===== config.mk =====
export PLATFORM = sky130hd
export DESIGN_NAME = accel_difference_turn_detector_top
export DESIGN_NICKNAME = d
export VERILOG_FILES = /design/src/rtl/core/adtd_pkg.sv /design/src/rtl/core/adtd_sequencer.sv /design/src/rtl/core/adtd_datapath.sv /design/src/rtl/core/adtd_window.sv /design/src/rtl/core/accel_difference_turn_detector_top.sv
export SDC_FILE = /design/constraint.sdc
export NUM_CORES = 2
export LEC_CHECK = 0
export CORE_MARGIN = 4
export CORE_UTILIZATION = 30
export DETAILED_ROUTE_END_ITERATION = 16
export DONT_BUFFER_PORTS = 1
export PLACE_DENSITY = 0.44
export SYNTH_ARGS = -nofsm -noshare
export SYNTH_HDL_FRONTEND = slang
export SYNTH_SLANG_ARGS = --single-unit

===== constraint.sdc =====
create_clock -name i_clk -period 10.7 [get_ports i_clk]
set_clock_uncertainty 0.2 [all_clocks]
set_input_delay 2.14 -clock i_clk [delete_from_list [all_inputs] [get_ports i_clk]]
set_output_delay 2.14 -clock i_clk [all_outputs]
set_load 0.02 [all_outputs]

===== src/rtl/core/adtd_pkg.sv =====
// ----------------------------------------------------------------------------
// adtd_pkg
// Shared types, constants, saturation helpers and the microcode table of the
// accelerometer difference turn detector.
// ----------------------------------------------------------------------------
`default_nettype none

package adtd_pkg;

    localparam int WINDOW_LEN_DEF = 5;

    // wide internal arithmetic width: products, accumulator, delay updates
    localparam int ACC_W  = 50;
    localparam int PROD_W = 34;
    localparam int DLY_W  = 48;
    localparam int STEP_W = 4;

    // config register map (byte address = 4 * index)
    localparam int CFG_AW = 5;
    typedef enum logic [2:0] {
        REG_DC_OFFSET = 3'd0,
        REG_THRESHOLD = 3'd1,
        REG_COEF_B0   = 3'd2,
        REG_COEF_B1   = 3'd3,
        REG_COEF_B2   = 3'd4,
        REG_COEF_A1   = 3'd5,
        REG_COEF_A2   = 3'd6,
        REG_UNUSED    = 3'd7
    } t_reg_idx;

    localparam logic signed [31:0] DC_OFFSET_RST = 32'sd0;
    localparam logic        [30:0] THRESHOLD_RST = 31'd66;
    localparam logic signed [31:0] COEF_B0_RST   = 32'sd1014320;
    localparam logic signed [31:0] COEF_B1_RST   = 32'sd2028640;
    localparam logic signed [31:0] COEF_B2_RST   = 32'sd1014320;
    localparam logic signed [31:0] COEF_A1_RST   = -32'sd2052131000;
    localparam logic signed [31:0] COEF_A2_RST   = 32'sd982449000;

    typedef struct packed {
        logic signed [31:0] b0;
        logic signed [31:0] b1;
        logic signed [31:0] b2;
        logic signed [31:0] a1;
        logic signed [31:0] a2;
    } t_coefs;

    // control word fields
    typedef enum logic [2:0] {
        COEF_B0, COEF_B1, COEF_B2, COEF_A1, COEF_A2
    } t_coef_sel;

    typedef enum logic {
        OPND_X, OPND_Y
    } t_opnd;

    typedef enum logic [2:0] {
        DST_NONE,
        DST_IN,         // capture input word
        DST_X,          // x = sat32(a - b - dc)
        DST_Y_FILT,     // y = sat32(prod + d1)
        DST_Y_BYPASS,   // y = x
        DST_D1,         // d1 = sat48(acc - prod)
        DST_D2,         // d2 = sat48(acc - prod)
        DST_WIN         // window update, result to output register
    } t_dst;

    typedef enum logic [1:0] {
        ACC_HOLD, ACC_PROD_D2, ACC_PROD
    } t_acc;

    typedef enum logic [2:0] {
        JMP_NEXT,       // step + 1
        JMP_WAIT_IN,    // hold until an input word is taken, then step + 1
        JMP_BR_NOLP,    // target when filter bypassed, else step + 1
        JMP_GOTO,       // target
        JMP_WAIT_OUT    // hold while the output register is full, then target
    } t_jmp;

    typedef struct packed {
        logic              mul_en;
        t_coef_sel         coef;
        t_opnd             opnd;
        t_dst              dst;
        t_acc              acc;
        t_jmp              jmp;
        logic [STEP_W-1:0] target;
    } t_ctrl;

    typedef struct packed {
        logic  fire;
        t_ctrl ctrl;
    } t_issue;

    localparam logic [STEP_W-1:0] STEP_IDLE   = 4'd0;
    localparam logic [STEP_W-1:0] STEP_DIFF   = 4'd1;
    localparam logic [STEP_W-1:0] STEP_MB0    = 4'd2;
    localparam logic [STEP_W-1:0] STEP_YF     = 4'd3;
    localparam logic [STEP_W-1:0] STEP_ACC1   = 4'd4;
    localparam logic [STEP_W-1:0] STEP_D1     = 4'd5;
    localparam logic [STEP_W-1:0] STEP_ACC2   = 4'd6;
    localparam logic [STEP_W-1:0] STEP_D2     = 4'd7;
    localparam logic [STEP_W-1:0] STEP_BYPASS = 4'd8;
    localparam logic [STEP_W-1:0] STEP_WIN    = 4'd9;

    localparam t_ctrl CTRL_NOP = '{mul_en: 1'b0, coef: COEF_B0, opnd: OPND_X,
                                   dst: DST_NONE, acc: ACC_HOLD, jmp: JMP_GOTO,
                                   target: STEP_IDLE};

    // microprogram; the multiplier result is registered in prod and read by the following step
    function automatic t_ctrl adtd_ucode(input logic [STEP_W-1:0] step);
        t_ctrl c;
        c = CTRL_NOP;
        unique case (step)
            STEP_IDLE: begin
                c.dst = DST_IN;
                c.jmp = JMP_WAIT_IN;
            end
            STEP_DIFF: begin
                c.dst = DST_X;
                c.jmp = JMP_NEXT;
            end
            STEP_MB0: begin
                c.mul_en = 1'b1; c.coef = COEF_B0; c.opnd = OPND_X;
                c.jmp = JMP_BR_NOLP; c.target = STEP_BYPASS;
            end
            STEP_YF: begin
                c.mul_en = 1'b1; c.coef = COEF_B1; c.opnd = OPND_X;
                c.dst = DST_Y_FILT; c.jmp = JMP_NEXT;
            end
            STEP_ACC1: begin
                c.mul_en = 1'b1; c.coef = COEF_A1; c.opnd = OPND_Y;
                c.acc = ACC_PROD_D2; c.jmp = JMP_NEXT;
            end
            STEP_D1: begin
                c.mul_en = 1'b1; c.coef = COEF_B2; c.opnd = OPND_X;
                c.dst = DST_D1; c.jmp = JMP_NEXT;
            end
            STEP_ACC2: begin
                c.mul_en = 1'b1; c.coef = COEF_A2; c.opnd = OPND_Y;
                c.acc = ACC_PROD; c.jmp = JMP_NEXT;
            end
            STEP_D2: begin
                c.dst = DST_D2; c.jmp = JMP_GOTO; c.target = STEP_WIN;
            end
            STEP_BYPASS: begin
                c.dst = DST_Y_BYPASS; c.jmp = JMP_NEXT;
            end
            STEP_WIN: begin
                c.dst = DST_WIN; c.jmp = JMP_WAIT_OUT; c.target = STEP_IDLE;
            end
            default: c = CTRL_NOP;
        endcase
        return c;
    endfunction

    function automatic logic signed [31:0] sat32(input logic signed [ACC_W-1:0] v);
        logic hi_same;
        hi_same = (&v[ACC_W-1:31]) || !(|v[ACC_W-1:31]);
        if (hi_same) return v[31:0];
        return v[ACC_W-1] ? 32'sh8000_0000 : 32'sh7FFF_FFFF;
    endfunction

    function automatic logic signed [DLY_W-1:0] sat48(input logic signed [ACC_W-1:0] v);
        logic hi_same;
        hi_same = (&v[ACC_W-1:DLY_W-1]) || !(|v[ACC_W-1:DLY_W-1]);
        if (hi_same) return v[DLY_W-1:0];
        return v[ACC_W-1] ? {1'b1, {(DLY_W-1){1'b0}}} : {1'b0, {(DLY_W-1){1'b1}}};
    endfunction

endpackage

`default_nettype wire


===== src/rtl/core/adtd_sequencer.sv =====
// ----------------------------------------------------------------------------
// adtd_sequencer
// Step counter over the microcode table, with wait and branch handling.
// ----------------------------------------------------------------------------
`default_nettype none

module adtd_sequencer (
    input  wire                  i_clk,
    input  wire                  i_rst_n,
    input  wire                  i_in_valid,
    input  wire                  i_out_full,
    input  wire                  i_lp,
    output logic                 o_in_ready,
    output adtd_pkg::t_issue     o_issue
);
    import adtd_pkg::*;

    logic [STEP_W-1:0] r_step;
    logic [STEP_W-1:0] n_step;
    t_ctrl             w_ctrl;
    logic              w_stall;

    assign w_ctrl  = adtd_ucode(r_step);
    assign w_stall = ((w_ctrl.jmp == JMP_WAIT_IN) && !i_in_valid) ||
                     ((w_ctrl.jmp == JMP_WAIT_OUT) && i_out_full);

    assign o_in_ready   = (w_ctrl.jmp == JMP_WAIT_IN);
    assign o_issue.fire = !w_stall;
    assign o_issue.ctrl = w_ctrl;

    always_comb begin
        n_step = r_step;
        if (!w_stall) begin
            unique case (w_ctrl.jmp) inside
                JMP_NEXT, JMP_WAIT_IN:  n_step = r_step + 1'b1;
                JMP_BR_NOLP:            n_step = i_lp ? r_step + 1'b1 : w_ctrl.target;
                JMP_GOTO, JMP_WAIT_OUT: n_step = w_ctrl.target;
                default:                n_step = STEP_IDLE;
            endcase
        end
    end

    always_ff @(posedge i_clk) begin
        if (!i_rst_n) begin
            r_step <= STEP_IDLE;
        end else begin
            r_step <= n_step;
        end
    end

endmodule

`default_nettype wire


===== src/rtl/core/adtd_datapath.sv =====
// ----------------------------------------------------------------------------
// adtd_datapath
// Difference, shared 32x32 multiplier, accumulator and biquad delay state.
// ----------------------------------------------------------------------------
`default_nettype none

module adtd_datapath (
    input  wire                        i_clk,
    input  wire                        i_rst_n,
    input  wire adtd_pkg::t_issue      i_issue,
    input  wire signed [31:0]          i_accel_a_y,
    input  wire signed [31:0]          i_accel_b_y,
    input  wire                        i_lowpass_enable,
    input  wire signed [31:0]          i_dc_offset,
    input  wire adtd_pkg::t_coefs      i_coefs,
    output logic signed [31:0]         o_y,
    output logic                       o_lp
);
    import adtd_pkg::*;

    logic signed [31:0]       r_a;
    logic signed [31:0]       r_b;
    logic                     r_lp;
    logic signed [31:0]       r_x;
    logic signed [31:0]       r_y;
    logic signed [PROD_W-1:0] r_prod;
    logic signed [ACC_W-1:0]  r_acc;
    logic signed [DLY_W-1:0]  r_d1;
    logic signed [DLY_W-1:0]  r_d2;

    logic signed [31:0]       w_coef;
    logic signed [31:0]       w_opnd;
    logic signed [63:0]       w_full;
    logic signed [ACC_W-1:0]  w_diff;
    logic signed [ACC_W-1:0]  w_y_sum;
    logic signed [ACC_W-1:0]  w_acc_sub;
    t_ctrl                    w_c;

    assign w_c = i_issue.ctrl;

    always_comb begin
        case (w_c.coef)
            COEF_B0: w_coef = i_coefs.b0;
            COEF_B1: w_coef = i_coefs.b1;
            COEF_B2: w_coef = i_coefs.b2;
            COEF_A1: w_coef = i_coefs.a1;
            COEF_A2: w_coef = i_coefs.a2;
            default: w_coef = i_coefs.b0;
        endcase
    end

    assign w_opnd = (w_c.opnd == OPND_Y) ? r_y : r_x;
    assign w_full = w_coef * w_opnd;

    assign w_diff    = ACC_W'(r_a) - ACC_W'(r_b) - ACC_W'(i_dc_offset);
    assign w_y_sum   = ACC_W'(r_prod) + ACC_W'(r_d1);
    assign w_acc_sub = r_acc - ACC_W'(r_prod);

    // floor(coef * v / 2^30) is just the upper bits of the full product
    always_ff @(posedge i_clk) begin
        if (i_issue.fire && w_c.mul_en) begin
            r_prod <= w_full[63:30];
        end
        if (i_issue.fire) begin
            case (w_c.acc)
                ACC_PROD_D2: r_acc <= ACC_W'(r_prod) + ACC_W'(r_d2);
                ACC_PROD:    r_acc <= ACC_W'(r_prod);
                default:     r_acc <= r_acc;
            endcase
            unique case (w_c.dst)
                DST_IN: begin
                    r_a  <= i_accel_a_y;
                    r_b  <= i_accel_b_y;
                    r_lp <= i_lowpass_enable;
                end
                DST_X:        r_x <= sat32(w_diff);
                DST_Y_FILT:   r_y <= sat32(w_y_sum);
                DST_Y_BYPASS: r_y <= r_x;
                default: ;
            endcase
        end
    end

    always_ff @(posedge i_clk) begin
        if (!i_rst_n) begin
            r_d1 <= '0;
            r_d2 <= '0;
        end else if (i_issue.fire) begin
            if (w_c.dst == DST_D1) r_d1 <= sat48(w_acc_sub);
            if (w_c.dst == DST_D2) r_d2 <= sat48(w_acc_sub);
        end
    end

    assign o_y  = r_y;
    assign o_lp = r_lp;

endmodule

`default_nettype wire


===== src/rtl/core/adtd_window.sv =====
// ----------------------------------------------------------------------------
// adtd_window
// Circular window with running sum and sign counts; turn decision.
// ----------------------------------------------------------------------------
`default_nettype none

module adtd_window #(
    parameter int WINDOW_LEN = adtd_pkg::WINDOW_LEN_DEF
) (
    input  wire                i_clk,
    input  wire                i_rst_n,
    input  wire                i_wr,
    input  wire signed [31:0]  i_y,
    input  wire        [30:0]  i_threshold,
    output logic               o_turning
);
    import adtd_pkg::*;

    localparam int SLOT_W = $clog2(WINDOW_LEN);
    localparam int CNT_W  = $clog2(WINDOW_LEN + 1);
    localparam int SUM_W  = 32 + $clog2(WINDOW_LEN);

    logic signed [31:0]      r_win [WINDOW_LEN];
    logic [SLOT_W-1:0]       r_slot;
    logic signed [SUM_W-1:0] r_sum;
    logic [CNT_W-1:0]        r_pos;
    logic [CNT_W-1:0]        r_neg;

    logic signed [31:0]      w_old;
    logic signed [SUM_W-1:0] n_sum;
    logic [CNT_W-1:0]        n_pos;
    logic [CNT_W-1:0]        n_neg;
    logic [SUM_W-1:0]        w_mag;
    logic [SUM_W-1:0]        w_limit;
    logic                    w_y_pos;
    logic                    w_y_neg;
    logic                    w_old_pos;
    logic                    w_old_neg;

    assign w_old     = r_win[r_slot];
    assign w_y_pos   = !i_y[31] && (|i_y);
    assign w_y_neg   = i_y[31];
    assign w_old_pos = !w_old[31] && (|w_old);
    assign w_old_neg = w_old[31];

    // running totals replace the overwritten entry
    assign n_sum = r_sum - SUM_W'(w_old) + SUM_W'(i_y);
    assign n_pos = r_pos + CNT_W'(w_y_pos) - CNT_W'(w_old_pos);
    assign n_neg = r_neg + CNT_W'(w_y_neg) - CNT_W'(w_old_neg);

    assign w_mag   = n_sum[SUM_W-1] ? SUM_W'(-n_sum) : SUM_W'(n_sum);
    assign w_limit = SUM_W'(i_threshold) * SUM_W'(WINDOW_LEN);

    assign o_turning = (w_mag > w_limit) &&
                       ((n_pos == CNT_W'(WINDOW_LEN)) || (n_neg == CNT_W'(WINDOW_LEN)));

    always_ff @(posedge i_clk) begin
        if (!i_rst_n) begin
            for (int k = 0; k < WINDOW_LEN; k++) begin
                r_win[k] <= '0;
            end
            r_slot <= '0;
            r_sum  <= '0;
            r_pos  <= '0;
            r_neg  <= '0;
        end else if (i_wr) begin
            r_win[r_slot] <= i_y;
            r_slot <= (r_slot == SLOT_W'(WINDOW_LEN - 1)) ? '0 : r_slot + 1'b1;
            r_sum  <= n_sum;
            r_pos  <= n_pos;
            r_neg  <= n_neg;
        end
    end

endmodule

`default_nettype wire


===== src/rtl/core/accel_difference_turn_detector_top.sv =====
// An input word is taken only at the idle step, so the next word is not accepted until
// the last one has reached the output register; the five biquad products pass one at a
// time through a single shared 32x32 multiplier.
// A full output register holds the sequencer at its last step until the word is taken.
// Reset (synchronous, active low) restores config defaults and clears the biquad
// delays, the window, its running sum and the sequencer.
// ----------------------------------------------------------------------------
// accel_difference_turn_detector_top
// Microcoded turn detector: offset-corrected accelerometer difference,
// optional biquad lowpass, moving-window average threshold.
// ----------------------------------------------------------------------------
`default_nettype none

module accel_difference_turn_detector_top #(
    parameter int WINDOW_LEN = adtd_pkg::WINDOW_LEN_DEF
) (
    input  wire                          i_clk,
    input  wire                          i_rst_n,
    // s_axis_tdata: [31:0] accel_a_y, [63:32] accel_b_y, [64] lowpass_enable, rest zero
    input  wire                          s_axis_tvalid,
    output logic                         s_axis_tready,
    input  wire  [71:0]                  s_axis_tdata,
    // m_axis_tdata: [31:0] filtered_diff, [32] turning, rest zero
    output logic                         m_axis_tvalid,
    input  wire                          m_axis_tready,
    output logic [39:0]                  m_axis_tdata,
    input  wire                          psel,
    input  wire                          penable,
    input  wire                          pwrite,
    input  wire  [adtd_pkg::CFG_AW-1:0]  paddr,
    input  wire  [31:0]                  pwdata,
    output logic [31:0]                  prdata,
    output logic                         pready
);
    import adtd_pkg::*;

    logic signed [31:0] r_dc_offset;
    logic        [30:0] r_threshold;
    t_coefs             r_coefs;

    logic               r_out_valid;
    logic signed [31:0] r_out_diff;
    logic               r_out_turn;

    t_issue             w_issue;
    logic               w_in_ready;
    logic               w_out_full;
    logic               w_lp;
    logic signed [31:0] w_y;
    logic               w_turning;
    logic               w_win_wr;
    logic               w_cfg_wr;
    t_reg_idx           w_idx;

    assign pready   = 1'b1;
    assign w_idx    = t_reg_idx'(paddr[4:2]);
    assign w_cfg_wr = psel && penable && pwrite && pready;

    always_comb begin
        unique case (w_idx)
            REG_DC_OFFSET: prdata = r_dc_offset;
            REG_THRESHOLD: prdata = {1'b0, r_threshold};
            REG_COEF_B0:   prdata = r_coefs.b0;
            REG_COEF_B1:   prdata = r_coefs.b1;
            REG_COEF_B2:   prdata = r_coefs.b2;
            REG_COEF_A1:   prdata = r_coefs.a1;
            REG_COEF_A2:   prdata = r_coefs.a2;
            default:       prdata = '0;
        endcase
    end

    always_ff @(posedge i_clk) begin
        if (!i_rst_n) begin
            r_dc_offset <= DC_OFFSET_RST;
            r_threshold <= THRESHOLD_RST;
            r_coefs.b0  <= COEF_B0_RST;
            r_coefs.b1  <= COEF_B1_RST;
            r_coefs.b2  <= COEF_B2_RST;
            r_coefs.a1  <= COEF_A1_RST;
            r_coefs.a2  <= COEF_A2_RST;
        end else if (w_cfg_wr) begin
            unique case (w_idx)
                REG_DC_OFFSET: r_dc_offset <= pwdata;
                REG_THRESHOLD: r_threshold <= pwdata[30:0];
                REG_COEF_B0:   r_coefs.b0  <= pwdata;
                REG_COEF_B1:   r_coefs.b1  <= pwdata;
                REG_COEF_B2:   r_coefs.b2  <= pwdata;
                REG_COEF_A1:   r_coefs.a1  <= pwdata;
                REG_COEF_A2:   r_coefs.a2  <= pwdata;
                default: ;
            endcase
        end
    end

    assign w_out_full    = r_out_valid && !m_axis_tready;
    assign s_axis_tready = w_in_ready;

    adtd_sequencer u_seq (
        .i_clk      (i_clk),
        .i_rst_n    (i_rst_n),
        .i_in_valid (s_axis_tvalid),
        .i_out_full (w_out_full),
        .i_lp       (w_lp),
        .o_in_ready (w_in_ready),
        .o_issue    (w_issue)
    );

    adtd_datapath u_dp (
        .i_clk            (i_clk),
        .i_rst_n          (i_rst_n),
        .i_issue          (w_issue),
        .i_accel_a_y      (s_axis_tdata[31:0]),
        .i_accel_b_y      (s_axis_tdata[63:32]),
        .i_lowpass_enable (s_axis_tdata[64]),
        .i_dc_offset      (r_dc_offset),
        .i_coefs          (r_coefs),
        .o_y              (w_y),
        .o_lp             (w_lp)
    );

    assign w_win_wr = w_issue.fire && (w_issue.ctrl.dst == DST_WIN);

    adtd_window #(
        .WINDOW_LEN (WINDOW_LEN)
    ) u_win (
        .i_clk       (i_clk),
        .i_rst_n     (i_rst_n),
        .i_wr        (w_win_wr),
        .i_y         (w_y),
        .i_threshold (r_threshold),
        .o_turning   (w_turning)
    );

    always_ff @(posedge i_clk) begin
        if (!i_rst_n) begin
            r_out_valid <= 1'b0;
        end else if (w_win_wr) begin
            r_out_valid <= 1'b1;
        end else if (m_axis_tready) begin
            r_out_valid <= 1'b0;
        end
    end

    always_ff @(posedge i_clk) begin
        if (w_win_wr) begin
            r_out_diff <= w_y;
            r_out_turn <= w_turning;
        end
    end

    assign m_axis_tvalid = r_out_valid;
    assign m_axis_tdata  = {7'd0, r_out_turn, r_out_diff};

endmodule

`default_nettype wire

### Word-level counts from Yosys, hierarchy flattened

Memories as Yosys holds them, arrays and structs flattened. A register that Yosys moved wholly into a read port is not among the register bits.
Index checks and enable logic that the tools add are counted.

* bits in registers: 614
* word-level logic and storage cells: 180
* input bits: 116
* memories: 1
* memory bits (writable): 160

* add/sub/neg operators: 14
* multiply operators: 2
* reductions and logical operators: 54
* eq/ne operators: 35
* mux-type cells: 48
* bitwise logic cells: 1
* order comparisons: 1

Memories
* u_win.r_win: depth 5, bits a word 32, read ports 1, clocked after Yosys merged registers in 1, write ports 5, line adtd_window.sv:23 `logic signed [31:0] r_win [WINDOW_LEN];`

Operator list (number)
* $mux W32: 8
* $pmux W32 S7: 1
* $mux W48: 4
* $pmux W32 S4: 1
* $pmux W50 S2: 1
* $add A34 B48 Y49: 2
* $reduce_or A32 Y1: 3
* $mul A32 B32 Y64: 1
* $pmux W32 S2: 1
* $sub A50 B34 Y50: 1
* $reduce_and A19 Y1: 2
* $reduce_or A19 Y1: 2
* $eq A3 B3 Y1 const B: 12
* $add A35 B32 Y35: 1
* $gt A35 B34 Y1: 1
* $mux W35: 1
* $neg A35 Y35: 1
* $sub A35 B32 Y35: 1
* $mul A31 B3 Y34 const B: 1
* $sub A33 B32 Y34: 1
* $sub A32 B32 Y33: 1
* $reduce_and A2 Y1: 13
* $pmux W5 S5: 1
* $eq A3 B2 Y1 const B: 8
* other kinds (30): 86

### Longest topological paths before layout

* depth in word-level cells: 13
* gate-level depth with buffers: 41
* depth with buffers taken out: 36

### Cells and area by module

From an unflattened synthesis, not the netlist that was laid out.

* cell total of the unflattened synthesis: 9445
* area total of the unflattened synthesis: 89971.3 um2

By module, submodules not included
* adtd_datapath: sequential area each 8287.9 um2, instances 1, area each 59020.4 um2, cells an instance 6594
* adtd_window: sequential area each 8628.3 um2, instances 1, area each 19114.6 um2, cells an instance 1666
* accel_difference_turn_detector_top: sequential area each 5475.3 um2, instances 1, area each 11239.5 um2, cells an instance 1095
* adtd_sequencer: sequential area each 80.1 um2, instances 1, area each 596.8 um2, cells an instance 90

### Worst setup path after synthesis

Ideal clock, no wire load.

* path kind: reg2reg
* from: register u_seq.r_step[0]
* to: register u_dp.r_prod[32], data pin
* slack: 376 ps
* library setup time: 274 ps
* arrival: 9850 ps
* period minus slack after synthesis: 10324 ps
* buffers on the path: 5
* cell stages (with the launch flop): 42
* path through: dfxtp_1 inv_1 ha_1 clkbuf_1 nand2_1 ha_1 nor2_1 o31a_1 clkbuf_1 clkbuf_1 clkbuf_1 mux2_2 buf_1 nand2_1 fa_1 inv_1 fa_1 fa_1 [... 6 more ...] inv_1 fa_1 inv_1 fa_1 inv_1 ha_1 and4_1 nand2_1 o32ai_1 nor4_1 o21ai_0 a31oi_2 a31oi_1 a41oi_2 a211oi_2 a21oi_1 o41ai_1 xor2_1

* longest elaborated chain between the ends: 5
* elaborated cells on any way between the ends: 13

Ends and longest elaborated chain
* from (decl): line adtd_sequencer.sv:18 `logic [STEP_W-1:0] r_step;`
* from (signal assigned): line adtd_sequencer.sv:47 `r_step <= n_step;`
* $eq A4 B3 Y1 / $eq A4 B2 Y1 (equally long branches): line adtd_pkg.sv:113 `unique case (step)`
* $pmux W5 S5 *: line adtd_pkg.sv:113
* $eq A3 B3 Y1, or another cell as far along: line adtd_datapath.sv:42 `case (w_c.coef)`
* $pmux W32 S4: line adtd_datapath.sv:42
* $mul A32 B32 Y64 *: line adtd_datapath.sv:53 `assign w_full = w_coef * w_opnd;`
* named net u_dp.w_full[62]: line adtd_datapath.sv:33 `logic signed [63:0] w_full;`
* to (signal assigned): line adtd_datapath.sv:62 `r_prod <= w_full[63:30];`
* to (decl): line adtd_datapath.sv:26 `logic signed [PROD_W-1:0] r_prod;`

Mark *: on every way through the listed nets, which the timed path passes. The rest lies on a longest branch.
A chain may end at the register's enable or synchronous reset.

### Final worst setup path

* from: register u_seq.r_step[1]
* to: register u_dp.r_prod[19], data pin

Same word-level chain as after synthesis.

==> reports/metrics.yaml <==
status: "completed"
viasPerCell: 5.24
drt_iter0_drc: 5774
antenna_found_initial: 23
dieWidth_um: 548
worst_slack_ns: 0.352
worst_ep_arrival_time_ns: 10.69
min_path_type: "reg -> reg"
vias: 69500
yosysWarnings: 0
dieHeight_um: 548
ant_nets: 0
period_needed_ns: 10.35
grt_first_pass_wirelength_um: 497000
maxSlewViolCount: 0
core_area_mm2: 0.289
hpwl_um: 259000
ys_seq_area_share_pct: 25.7
grt_pass1_vias: 71300
period_share_pct: 96.7
track_usage_pct: 22.2
grt_overflow: 0
initial_core_util_pct: 30.3
cp.required_ns: 11.04
synth-edff-count: 501
gp_congestion: 0.889
worstMarginPinSlew_ns: 1.37
maxCapViolCount: 0
firstDrtPassIters: 6
ys_ff_latch: 872
clock_latency_ns: 0.77
synth_area_mm2: 0.0875
synth_cell_type_count: 110
grt_max_degree: 132
cts_tree: "yes"
drc: 0
path_clk_slew_ns: 0.06
clock_sinks: 872
wl_um: 340000
pre_cts_slack_ns: -0.0381
area_growth_syn_to_layout_pct: 11.9
synthCells: 9298
avgRoutedWirePerCell_um: 25.7
path_max_fanout: 17
critPathSlowestCell: "fa_1"
hold_viol_final: 0
buffer_ports.inserted: 0
die-area_mm2: 0.300
drive_gt1_share_pct: 9.12
worstSetupPathType: "reg -> reg"
pin_count: 191
htreeDepth: 3
ys_dominant_reg_cell: "edfxtp_1"
slew_headroom_pct: 7.50
clk_path_buf_depth: 3
hold_ws_ns: 0.255
async_flop_share_pct: 0
cp-end-kind: "register"
cts_buffers: 102
nNetsFinal: 11100
num_rows: 197
start_kind: "register"
synth_area_per_cell_um2: 9.41
cpPeakStageDelay_ns: 0.55
crit_path_frequent_cell: "fa_1"
final_util_pct: 33.9
fmax_mhz: 96.6
cts_root_buf: "clkbuf_16"
finalSetupViolations: 0
kinds of logic (layout without fill, tap and decap cells):
| kind of cell | after synthesis | after routing | synth area share [%] |
|---|---|---|---|
| flops | 872 | 872 | 25.7 |
| xor+xnor | 282 | 282 | 2.82 |
| compound gates | 1563 | 1563 | 11.8 |
| other cells | 2 | 19 | 0.00859 |
| buf+inv | 1771 | 1829 | 7.71 |
| mux | 225 | 225 | 3.80 |
| fa+ha+maj | 1654 | 1654 | 33.6 |
| simple gates | 2929 | 2931 | 14.7 |
path summary, 6_finish.rpt:
path | start | endpoint | slack, ns | depth (start not counted)
hold reg to reg | u_win.r_neg[0]$_SDFFE_PN0P_ | u_win.r_neg[0]$_SDFFE_PN0P_ | 0.25 | 2
hold / removal | u_win.r_neg[0]$_SDFFE_PN0P_ | u_win.r_neg[0]$_SDFFE_PN0P_ | 0.25 | 2
setup / recovery | u_seq.r_step[1]$_SDFFE_PN0P_ | u_dp.r_prod[19]$_DFFE_PP_ | 0.35 | 36
setup reg to reg | u_seq.r_step[1]$_SDFFE_PN0P_ | u_dp.r_prod[19]$_DFFE_PP_ | 0.35 | 36
synth_stat cells, drive strengths merged (56+ instances only):
library cell	n	area, µm²
a21o	168	1260
a21oi	527	2660
a22oi	56	425
and2	94	588
buf	59	313
clkbuf	420	1580
dfxtp	371	7430
edfxtp	501	15000
fa	1153	23100
ha	501	6270
inv	1290	4840
mux2	76	856
mux2i	71	711
mux4	78	1760
nand2	1329	4990
nand2b	68	425
nand3	141	706
nor2	805	3020
nor3	117	591
nor4	101	653
o21ai	270	1360
xnor2	189	1660
xor2	93	815
through the flow:
step	setup TNS [ns]	cell area, µm²	cells
finish	0	97900	13300
detailed placement	-0.0725	93900	13000
floorplan	0	87500	9304
global route	-0.00413	97900	13200
CTS	0	97400	13200
global placement	0	93900	13000
state kept, by name (all words and copies together), names as in the netlist, 34 cells and up, named ones only:
register and flops:
u_win.r_win 256, u_win.r_sum 35, u_dp.r_prod 34, r_coefs 160, u_dp.r_d2 48, u_dp.r_acc 49, u_dp.r_d1 48
critical path, delay by kind of cell, from the launching register on:
family                   cells  cell delay [ns]
AO/OA/AOI/OAI               11             2.18
XOR/XNOR                     1             0.33
adder cells (fa/ha/maj)     10             4.55
buffers and inverters       10             1.49
flip-flops                   1             0.39
AND/OR/NAND/NOR              4             0.93
layout by cell type, fill, tap and decap left out, drive strengths merged, types with 101 or more instances in the layout:
| cell type | instances |
|---|---|
| a21o | 168 |
| a21oi | 527 |
| buf | 347 |
| clkbuf | 129 |
| dfxtp | 371 |
| edfxtp | 501 |
| fa | 1153 |
| ha | 501 |
| inv | 1297 |
| nand2 | 1329 |
| nand3 | 141 |
| nor2 | 805 |
| nor3 | 117 |
| nor4 | 101 |
| o21ai | 270 |
| xnor2 | 189 |
repair_timing:
item | 4_1_cts | 5_1_grt
resized for setup | 1 | 57
buffers inserted | 0 | 12
endpoints found under the hold margin | 0 | 0
endpoints found under the setup margin | 3 | 20
pin swaps | 0 | 7
gates cloned | 0 | 4
hold buffers | 0 | 0
layout make-up:
class / count / area, µm²
clock inverters: 60 / 756
clock buffers: 128 / 2730
flip-flops and latches: 872 / 22500
well taps: 3880 / 4850
multi-input cells: 6663 / 59100
fillers: 29600 / 191000
diodes: 11 / 27.5
repair buffers: 348 / 3020
inverters: 1292 / 4860
repair inverters: 1 / 5.00
layer usage:
layer	share of wire, %	global-route usage [%]	up-vias
li1	-	-	30800
met1	43	29.9	35900
met2	48	37.3	2287
met3	5.9	2.72	444
met4	3.6	6.84	2
met5	0.0038	0	-
Power is left out: the tool's default activity adds up to more than one toggle a clock period on the data nets, which glitch-free logic cannot reach.
